===== src/hdl/mk_pkg.sv =====
// ============================================================================
// mk_pkg - shared types and constants for the Morse keyer
// Unit patterns, FIFO sizing, input kinds and the result word layout.
// ============================================================================
package mk_pkg;

    // Code FIFO sizing
    localparam int FIFO_DEPTH = 16;
    localparam int PTR_W      = $clog2(FIFO_DEPTH);
    localparam int CNT_W      = $clog2(FIFO_DEPTH + 1);

    // Input kinds (carried on tuser)
    localparam logic ACT_TICK = 1'b0;
    localparam logic ACT_PUSH = 1'b1;

    // Unit patterns, sent from bit 7 downward
    localparam logic [7:0] PAT_DOT      = 8'hBF;
    localparam logic [7:0] PAT_DASH     = 8'hEF;
    localparam logic [7:0] PAT_GAP_DOT  = 8'h2F;
    localparam logic [7:0] PAT_GAP_DASH = 8'h3B;
    localparam logic [7:0] PAT_WORD     = 8'h0F;
    localparam logic [7:0] ALL_ONES     = 8'hFF;

    // One result word, packed from the highest bit down
    typedef struct packed {
        logic push_dropped;
        logic keying;
        logic key_bit;
    } t_result;

    // A pattern or code is used up when all zeros or all ones
    function automatic logic spent(input logic [7:0] v);
        spent = (v == 8'h00) || (v == ALL_ONES);
    endfunction

    // Shift left, keeping bit 0 (sticky LSB)
    function automatic logic [7:0] code_shl(input logic [7:0] v);
        code_shl = {v[6:0], v[0]};
    endfunction

endpackage


===== src/hdl/mk_core.sv =====
// ============================================================================
// mk_core - keyer state, code FIFO and per-word next-state logic
// Computes the result of one word combinationally and commits state on i_en.
// ============================================================================
module mk_core (
    input  logic                i_clk,
    input  logic                i_rst_n,
    input  logic                i_en,
    input  logic                i_action,
    input  logic [7:0]          i_code_byte,
    output mk_pkg::t_result     o_result
);

    logic [7:0]               r_code;
    logic [7:0]               r_unit;
    logic [mk_pkg::CNT_W-1:0] r_count;
    logic [mk_pkg::PTR_W-1:0] r_rd_ptr;
    logic [mk_pkg::PTR_W-1:0] r_wr_ptr;
    logic [7:0]               r_fifo [mk_pkg::FIFO_DEPTH];

    logic [7:0]               n_code;
    logic [7:0]               n_unit;
    logic [mk_pkg::CNT_W-1:0] n_count;
    logic [mk_pkg::PTR_W-1:0] n_rd_ptr;
    logic [mk_pkg::PTR_W-1:0] n_wr_ptr;
    logic                     fifo_we;
    logic                     fifo_full;
    logic [7:0]               head;
    logic [7:0]               unit_sel;
    mk_pkg::t_result          res;

    assign fifo_full = (r_count == mk_pkg::CNT_W'(mk_pkg::FIFO_DEPTH));
    assign head      = r_fifo[r_rd_ptr];

    // Next state and result for one word
    always_comb begin
        n_code   = r_code;
        n_unit   = r_unit;
        n_count  = r_count;
        n_rd_ptr = r_rd_ptr;
        n_wr_ptr = r_wr_ptr;
        fifo_we  = 1'b0;
        unit_sel = r_unit;
        res      = '0;
        if (i_action == mk_pkg::ACT_PUSH) begin
            if (fifo_full) begin
                res.push_dropped = 1'b1;
            end else begin
                fifo_we  = 1'b1;
                n_count  = r_count + 1'b1;
                n_wr_ptr = (r_wr_ptr == mk_pkg::PTR_W'(mk_pkg::FIFO_DEPTH - 1)) ?
                           '0 : r_wr_ptr + 1'b1;
            end
        end else if (mk_pkg::spent(r_unit) && mk_pkg::spent(r_code) &&
                     (r_count == '0)) begin
            // idle: nothing left to send
            n_code = 8'h00;
            n_unit = 8'h00;
        end else begin
            if (mk_pkg::spent(r_unit)) begin
                if (mk_pkg::spent(r_code)) begin
                    // load next byte with letter-gap prefix, or word space for 0xFF
                    n_count  = r_count - 1'b1;
                    n_rd_ptr = (r_rd_ptr == mk_pkg::PTR_W'(mk_pkg::FIFO_DEPTH - 1)) ?
                               '0 : r_rd_ptr + 1'b1;
                    if (head == mk_pkg::ALL_ONES) begin
                        unit_sel = mk_pkg::PAT_WORD;
                        n_code   = head;
                    end else begin
                        unit_sel = head[7] ? mk_pkg::PAT_GAP_DASH : mk_pkg::PAT_GAP_DOT;
                        n_code   = mk_pkg::code_shl(head);
                    end
                end else begin
                    unit_sel = r_code[7] ? mk_pkg::PAT_DASH : mk_pkg::PAT_DOT;
                    n_code   = mk_pkg::code_shl(r_code);
                end
            end
            res.key_bit = unit_sel[7];
            res.keying  = 1'b1;
            n_unit      = {unit_sel[6:0], 1'b1};
        end
    end

    assign o_result = res;

    // Control state
    always_ff @(posedge i_clk) begin
        if (!i_rst_n) begin
            r_code   <= mk_pkg::ALL_ONES;
            r_unit   <= mk_pkg::ALL_ONES;
            r_count  <= '0;
            r_rd_ptr <= '0;
            r_wr_ptr <= '0;
        end else if (i_en) begin
            r_code   <= n_code;
            r_unit   <= n_unit;
            r_count  <= n_count;
            r_rd_ptr <= n_rd_ptr;
            r_wr_ptr <= n_wr_ptr;
        end
    end

    // FIFO storage
    always_ff @(posedge i_clk) begin
        if (i_en && fifo_we) begin
            r_fifo[r_wr_ptr] <= i_code_byte;
        end
    end

endmodule


===== src/hdl/morse_keyer.sv =====
// ============================================================================
// morse_keyer - Morse code keyer with a 16-entry code FIFO
// Input register, keyer core and output register on stream channels.
// ============================================================================
// Usage:
//   Slave channel: tuser[0] is the kind (0 = tick one time unit, 1 = push),
//   tdata[7:0] is the code byte used on a push (0xFF = word space).
//   Master channel: one word per accepted input word, tdata[0] = key_bit,
//   tdata[1] = keying, tdata[2] = push_dropped.
//   A push to a full FIFO is dropped and flagged; a tick with nothing left
//   to send reports keying = 0.
// Pipeline: the input register feeds the core, and the result register loads
//   the core result once the output side can advance.
//   Throughput: one word per cycle while m_axis_tready does not stall the
//   output; the keyer core updates its state once per word.
// Reset: synchronous active-low; clears both pipeline valids, FIFO count and
//   pointers, and sets the code and unit patterns to all ones.
// Stall: when m_axis_tready is low the result register holds and the input
//   register accepts one more word; s_axis_tready then drops until the
//   result is taken.
// ============================================================================
module morse_keyer (
    input  logic        i_clk,
    input  logic        i_rst_n,
    input  logic        s_axis_tvalid,
    output logic        s_axis_tready,
    input  logic [7:0]  s_axis_tdata,   // [7:0] code_byte
    input  logic        s_axis_tuser,   // [0] action
    output logic        m_axis_tvalid,
    input  logic        m_axis_tready,
    output logic [7:0]  m_axis_tdata    // [0] key_bit, [1] keying, [2] push_dropped
);

    logic            r_in_valid;
    logic            r_in_action;
    logic [7:0]      r_in_byte;
    logic            r_out_valid;
    mk_pkg::t_result r_out;

    logic            advance;
    logic            core_en;
    mk_pkg::t_result core_res;

    assign advance       = !r_out_valid || m_axis_tready;
    assign core_en       = r_in_valid && advance;
    assign s_axis_tready = !r_in_valid || advance;

    // Input register
    always_ff @(posedge i_clk) begin
        if (!i_rst_n) begin
            r_in_valid <= 1'b0;
        end else if (s_axis_tready) begin
            r_in_valid <= s_axis_tvalid;
        end
    end

    always_ff @(posedge i_clk) begin
        if (s_axis_tready && s_axis_tvalid) begin
            r_in_action <= s_axis_tuser;
            r_in_byte   <= s_axis_tdata;
        end
    end

    mk_core u_core (
        .i_clk       (i_clk),
        .i_rst_n     (i_rst_n),
        .i_en        (core_en),
        .i_action    (r_in_action),
        .i_code_byte (r_in_byte),
        .o_result    (core_res)
    );

    // Result register
    always_ff @(posedge i_clk) begin
        if (!i_rst_n) begin
            r_out_valid <= 1'b0;
        end else if (advance) begin
            r_out_valid <= r_in_valid;
        end
    end

    always_ff @(posedge i_clk) begin
        if (core_en) begin
            r_out <= core_res;
        end
    end

    assign m_axis_tvalid = r_out_valid;
    assign m_axis_tdata  = {5'b0, r_out.push_dropped, r_out.keying, r_out.key_bit};

endmodule

===== config.mk =====
export PLATFORM = sky130hd
export DESIGN_NAME = morse_keyer
export DESIGN_NICKNAME = d
export VERILOG_FILES = /design/src/hdl/mk_pkg.sv /design/src/hdl/mk_core.sv /design/src/hdl/morse_keyer.sv
export SDC_FILE = /design/constraint.sdc
export NUM_CORES = 1
export LEC_CHECK = 0
export BUFFER_PORTS_ARGS = -buffer_cell sky130_fd_sc_hd__buf_2
export CORE_MARGIN = 2
export CORE_UTILIZATION = 60
export DETAILED_ROUTE_END_ITERATION = 6
export PLACE_DENSITY = 0.78
export SLEW_MARGIN = 15
export SYNTH_ARGS = -nofsm -noshare
export SYNTH_HDL_FRONTEND = slang
export SYNTH_SLANG_ARGS = --single-unit

===== constraint.sdc =====
create_clock -name i_clk -period 2.7 [get_ports i_clk]
set_input_delay 0.27 -clock i_clk [delete_from_list [all_inputs] [get_ports i_clk]]
set_output_delay 0.27 -clock i_clk [all_outputs]
set_load 0.005 [all_outputs]

==> summary.txt, run 1 <==
Final layout
  • # diodes: 0
  • Utilization after layout: 0.6885
  • Area Overhead vs Synth: 10.95%
  • Layout cell share with drive strength beyond 1: 0.1833
  • Layout net count: 500
  • Fillers: 722

STA
  • Max Fclk: 0.4250 GHz
  • Setup TNS: 0 ns
  • Final setup vio count: 0
  • RSZ-0062 raised after global routing: no
  • Clock skew: 0.007042 ns
  • Slew headroom: 0.4837
  • Min cycle time layout: between 2 and 2.5 ns
  • Period utilization: 0.8714
  • Pins Over Slew Limit: 0
  • Final hold vios: 0
  • Worst Tran Pin Value: 0.7716 ns

Yosys
  • Top post-synthesis cells by area: edfxtp_1, dfxtp_1, mux4_2, mux4_1, nand2_1
  • Seq/Total Area, Yosys: 0.6834
  • Multiplexer share of the synthesized area: 0.1147
  • Synth Area in Compound Gates: 0.06729
  • Post-synthesis xor/xnor area fraction: 0.006102
  • Post-synthesis simple-gate area fraction: 0.08368
  • Yosys cell types: 55
  • Post-synthesis async set-or-reset flop share: 0
  • Share of the synthesized area in the top cell type: 0.5858
  • Syn avg cell area: 15.95 um^2
  • Post-synth top area cell: edfxtp_1
  • Synth Area in Adders: 0.01674
  • Post-synth EDFFs: 140
  • Ys flop type: edfxtp_1
  • Yosys warns: 0
  • Largest family of logic cells by synthesized area: multiplexers
  • Post-Syn Area: slightly above 0.007 mm^2
  • Seq cells post-synth: 175
  • Cell count after synthesis: 450

Route
  • DRT Wirelength: 14.59 mm
  • Remaining antenna violation count: 0
  • Drt initial violations: 407
  • Via count: 4084
  • Wire per inst: 23.01 um
  • Vias per std cell: approximately 6.4
  • Number of remaining DRC errors: 0
  • TritonRoute pass-1 iters: 5

Worst setup path
  • Req. time, crit path: 3.01 ns
  • Crit-path leading delay family: multiplexers
  • CP Launch Type: flop
  • Critical path class: reg -> reg
  • Buffers & Inverters on Critical Path: 1
  • Crit end category: flop
  • CP max stage cell: mux4_1
  • CP Max Fanout: 14
  • Worst path max stage delay: 0.61 ns
  • Critical Path, Cell by Cell: buf_12, mux4_1, a22oi_1, nand2_1, nand4_1, nor3_1, o31a_1
  • CP arrival: ~2.7 ns

Floorplanning
  • Initial core utilization: 0.6206
  • # IOs: 23
  • Core region area: roughly 0.012 mm^2
  • Num rows: 39
  • Die footprint: 0.01285 mm^2
  • DIE WIDTH: 113.4 um
  • Die height: 113.4 um

Placed design
  • Global placer's final weighted congestion: 0.8686
  • Half-perimeter wire length after placement: a little under 10 mm
  • Port bufs: 17

Global routing
  • Met2 Usage GRT: 0.3924
  • GRT busiest layer: met2
  • First-pass GRT wire length: between 20 and 25 mm
  • GR Util met3: 0.05845
  • GRT Total Usage: 0.2421
  • Met1 usage: 0.3394
  • Largest net degree at the start of global routing: 33
  • Initial antenna violation count: 0
  • Vias in the first global route: 4000
  • Grt total ovfl: 0

Clock network
  • Clock sink total: 175
  • Setup bufs post-CTS: 0
  • Root Buffer Master: clkbuf_16
  • Clock latency on the worst-skew pair: 0.42 ns
  • CTS H-tree depth: 4
  • Hold-fix buffers, CTS: 0
  • Clk pin slew, worst setup/hold paths: 0.07 ns
  • CTS tree: built
  • Clock buffer depth: 2
  • Post-cts gate resize count: 0
  • Cts bufs inserted: 17

Power and ir drop
  • Pleak: 0.002722 uW
  • Pwr Density: 712.4 mW/mm^2
  • Worst vdd ir: roughly 0.7 mV

Min path
  • Min-Delay Path Class: in -> reg

Run status
  • Status: completed

Job
  • Max-cap viol count: 0
[stage by stage]
stage          hold WS (ns)  cells  power [uW]  instance area [um^2]  worst slack [ns]
6_report            0.02235    634        5672                  7963            0.3471
3_3_place_gp         0.4479    602        3350                  7393            0.4403
2_1_floorplan        0.3689    454        3277                  7192            0.4281
5_1_grt            0.008451    634        5822                  7963            0.2424
3_5_place_dp         0.4481    602        3361                  7393            0.3734
4_1_cts             0.01345    634        5683                  7963            0.3530
[synth_stat cells, drive strengths merged (2+ instances only)]
cell type and n:
and3 2, xnor2 4, nor2 30, a22oi 16, o21ai 9, nand4 6
a21boi 7, nor3b 2, or2 3, edfxtp 140, nand3 8, nand2b 4
ha 8, mux4 33, mux2i 5, a31oi 3, buf 13, and2 4
nand2 43, a21o 2, nor4 2, dfxtp 35, nor3 8, o21a 3
o211ai 7, inv 3, clkbuf 12, a21oi 10, nor2b 10, a311oi 2
[logic make-up after synthesis]
kind of cell	after synthesis
mux	38
buf+inv	28
other cells	1
compound gates	68
simple gates	126
flops	175
fa+ha+maj	9
xor+xnor	5
[flip-flops by register name (all words and copies together), names as in the netlist, named ones only]
register         count
u_core.r_unit        8
r_in_action          1
u_core.r_wr_ptr      4
m_axis_tdata         3
u_core.r_code        8
r_in_byte            8
u_core.r_rd_ptr      4
m_axis_tvalid        1
u_core.r_count       5
r_in_valid           1
u_core.r_fifo      128
[layer usage]
metal | up-vias | share of wire
met5 | - | 0
met4 | 0 | 0.012
met3 | 19 | 0.073
met2 | 212 | 0.50
met1 | 2049 | 0.42
li1 | 1804 | -
[cell usage in the layout (no fill, tap or decap), types with 8 or more instances in the layout]
cell type  instances
buf_4             11
mux4_1             8
clkbuf_16         17
mux4_2            25
buf_2             17
a22oi_1           16
dfxtp_1           34
edfxtp_1         140
a21oi_1           10
nand2_1           43
ha_1               8
nor3_1             8
nor2_1            30
nor2b_1           10
[path summary, 6_finish.rpt]
path / startpoint / end / slack [ns] / cells past startpoint
max: flop / u_core.r_unit[3] / 0.35 / 7
min: s_axis_tdata[2] / r_in_byte[2] / 0.02 / 1
max reg2reg: flop / u_core.r_unit[3] / 0.35 / 7
min reg2reg: u_core.r_count[4] / u_core.r_count[4] / 0.51 / 2
[area by class of cell]
| type | instances | area (um^2) | area share |
|---|---|---|---|
| Clock inverter | 14 | 140.1 | 0.01760 |
| Multi-Input combinational cell | 251 | 2090 | 0.2624 |
| Sequential cell | 175 | 4906 | 0.6161 |
| Clock buffer | 18 | 429.2 | 0.05390 |
| Timing Repair Buffer | 30 | 207.7 | 0.02608 |
| Tap cell | 143 | 178.9 | 0.02247 |
| Inverter | 3 | 11.26 | 0.001414 |
[power by group]
| part | internal (uW) | total [uW] | switching [uW] |
|---|---|---|---|
| logic | 120 | 293 | 173 |
| registers | 2950 | 3020 | 64.9 |
| clock network | 1360 | 2360 | 1000 |
| total | 4430 | 5670 | 1240 |
(Power assumes the default switching activity.)
==> run 2: changes to the inputs <==
Settings changed: CELL_PAD_IN_SITES_DETAIL_PLACEMENT set to 1, CELL_PAD_IN_SITES_GLOBAL_PLACEMENT set to 1, CORE_UTILIZATION 60 to 53, CTS_CLUSTER_SIZE set to 24, PLACE_DENSITY 0.78 to 0.8, RECOVER_POWER set to 50.
==> summary.txt, run 2 (same netlist as run 1, synthesis figures left out) <==
Worst setup path
  • CP max stage cell: nor2_1
  • Critical path class: reg -> reg
  • CP Launch Type: flop
  • Worst R2R End: u_core.r_fifo[14][3]
  • CP Max Fanout: 8 (-6)
  • Crit end category: flop
  • Req. time, crit path: 2.75 ns (-0.26 ns)
  • Critical Path, Cell by Cell: nor4_1, nand2_1, and3_1, nand2_1, nor2_1
  • Worst r2r src: u_core.r_count[0]
  • FF-to-FF path depth: 5 (-2)
  • Flop2flop setup slack: 0.35 ns (about the same)
  • Most common cell on crit path: nand2_1
  • Worst path max stage delay: 0.77 ns (+0.16 ns)
  • CP arrival: 2.40 ns (-0.26 ns)

Placed design
  • DP Worst Slack: 0.3993 ns (+0.02590 ns)
  • Global placer's final weighted congestion: 0.8159 (-6.1%)
  • Port bufs: 17 (unchanged)
  • Half-perimeter wire length after placement: 10.97 mm (+14%)
  • Placed insts: 638 (+6.0%)

STA
  • Min cycle time layout: 2.348 ns (-0.005341 ns)
  • Period utilization: 0.8695 (-0.001978)
  • RSZ-0062 raised after global routing: no
  • Clock skew: 0.008582 ns (+0.001540 ns)
  • Final hold vios: 0 (unchanged)
  • Final setup vio count: 0 (unchanged)
  • Setup TNS: 0 ns (unchanged)
  • Pins Over Slew Limit: 0 (unchanged)
  • Final hold slack: 0.01645 ns (-0.005900 ns)
  • Worst Tran Pin Value: 1.023 ns (+0.2518 ns)
  • Slew headroom: 0.3152 (-0.1685)
  • Final worst setup slack: 0.3525 ns (+0.005341 ns)
  • Max Fclk: 0.4260 GHz (+0.23%)

Global routing
  • Initial antenna violation count: 0 (unchanged)
  • Vias in the first global route: 4425 (+11%)
  • GRT Total Usage: 0.2451 (+0.003038)
  • Largest net degree at the start of global routing: 33 (unchanged)
  • First-pass GRT wire length: 25.58 mm (+12%)
  • Grt total ovfl: 0 (unchanged)

Floorplanning
  • DIE WIDTH: 120.4 um (+6.2%)
  • Num rows: 42 (+7.7%)
  • Initial core utilization: 0.5420 (-0.07863)
  • Die height: 120.4 um (+6.2%)
  • # IOs: 23 (unchanged)
  • Die footprint: 0.01449 mm^2 (+13%)
  • Core region area: 0.01324 mm^2 (+15%)

Route
  • Via count: 4103 (+0.47%)
  • Drt initial violations: 419 (+2.9%)
  • DRT Wirelength: 16.57 mm (+14%)
  • Number of remaining DRC errors: 0 (unchanged)
  • Wire per inst: 24.73 um (+7.5%)
  • TritonRoute pass-1 iters: 5 (unchanged)
  • Remaining antenna violation count: 0 (unchanged)
  • Vias per std cell: 6.124 (-4.9%)

Clock network
  • Clock buffer depth: 2 (unchanged)
  • CTS H-tree depth: 4 (unchanged)
  • CTS tree: built
  • Root Buffer Master: clkbuf_16
  • Hold-fix buffers, CTS: 0 (unchanged)
  • Clock sink total: 175 (unchanged)
  • Clk pin slew, worst setup/hold paths: 0.07 ns (about the same)
  • Post-cts gate resize count: 0 (unchanged)
  • Cts bufs inserted: 17 (unchanged)
  • Clock latency on the worst-skew pair: 0.42 ns (about the same)
  • Setup bufs post-CTS: 0 (unchanged)

Power and ir drop
  • Pleak: 0.002748 uW (+0.98%)
  • Flop pwr share: 0.515 (-0.017)
  • Sw Ratio: 0.2221 (+0.003729)
  • Total Power: 5853 uW (+3.2%)
  • Internal Power: 4553 uW (+2.7%)
  • Sw Pwr: 1300 uW (+4.9%)
  • Clock power share: 0.430 (+0.013)
  • Worst vdd ir: 0.4582 mV (-35%)
  • Logic pwr share: 0.055 (+0.003)
  • Pwr Density: 725.9 mW/mm^2 (+1.9%)

Final layout
  • Most common cell after layout, fill and taps aside: edfxtp_1
  • Layout cell share with drive strength beyond 1: 0.1862 (+0.002935)
  • # diodes: 0 (unchanged)
  • Area Overhead vs Synth: 12.34%
  • Reg with most FFs: u_core.r_fifo
  • Non-filler instance count after layout: 670 (+5.7%)
  • Max FFs per register: 128 (unchanged)
  • Commonest cells after routing, fill and taps aside: edfxtp_1, nand2_1, dfxtp_1
  • Layout net count: 503 (+0.60%)

Run status
  • Status: completed

Min path
  • Hold_sp: s_axis_tdata[2]
  • Min-Delay Path Class: in -> reg
  • Hold Path Depth: 1 (unchanged)
  • Hold Crit Endpoint: r_in_byte[2]

Job
  • Max-cap viol count: 0 (unchanged)
==> run 2: cell types whose count changed in the layout (fill, tap and decap cells not counted), sizes merged <==
cell | previous run | this run
clkinvlp | 2 | 1
clkinv | 6 | 5
bufinv | 2 | 3
clkbuf | 18 | 22
==> run 2: how the worst max path moves through the flow <==
stage,startpoint,to,slack [ns],cells after the start
after CTS,u_core.r_count[0],u_core.r_fifo[12][7],0.35,6
after global placement,flop,u_core.r_unit[3],0.38,6
after detailed placement,flop,u_core.r_unit[3],0.40,6
final,u_core.r_count[0],u_core.r_fifo[14][3],0.35,5
after floorplan,m_axis_tvalid,u_core.r_fifo[3][0],0.43,6
after global routing,u_core.r_count[0],u_core.r_fifo[13][7],0.23,6
==> run 2: cell type report <==
| class | count | area, um^2 |
|---|---|---|
| Fill cell | 1225 | 5180 |
| Sequential cell | 175 | 4906 |
| Multi-Input combinational cell | 251 | 2090 |
| Clock buffer | 19 | 432.9 |
| Timing Repair Buffer | 33 | 224.0 |
| Tap cell | 176 | 220.2 |
| Clock inverter | 13 | 178.9 |
| Inverter | 3 | 11.26 |
==> run 2: critical path: cells and delay by family (launching register included) <==
family	cells	cell delay, ns
flops	1	0.41
simple gates	5	1.56
==> run 2: power by group through the flow <==
stage               combinational (uW)  clock [uW]  sequential (uW)
finish                             322        2520             3020
global route                       350        2630             3020
CTS                                320        2540             3010
detailed placement                 313           0             3070
global placement                   299           0             3060
floorplan                          232           0             3040
==> run 2: layer usage <==
layer	vias up	part of all wire	track usage	wire, um
met2	132	0.51	0.4082	8495
met1	2119	0.41	0.3150	6759
met3	36	0.049	0.04528	819
li1	1816	-	-	-
met4	0	0.030	0.1119	496
met5	-	0	0	0
==> run 2: per-stage QoR <==
| step | instance area [um^2] | util |
|---|---|---|
| 2_1_floorplan | 7192 | - |
| 3_3_place_gp | 7457 | 0.5631 |
| 3_5_place_dp | 7457 | 0.5631 |
| 4_1_cts | 8069 | 0.6093 |
| 5_1_grt | 8063 | 0.6088 |
| 6_report | 8063 | 0.6088 |
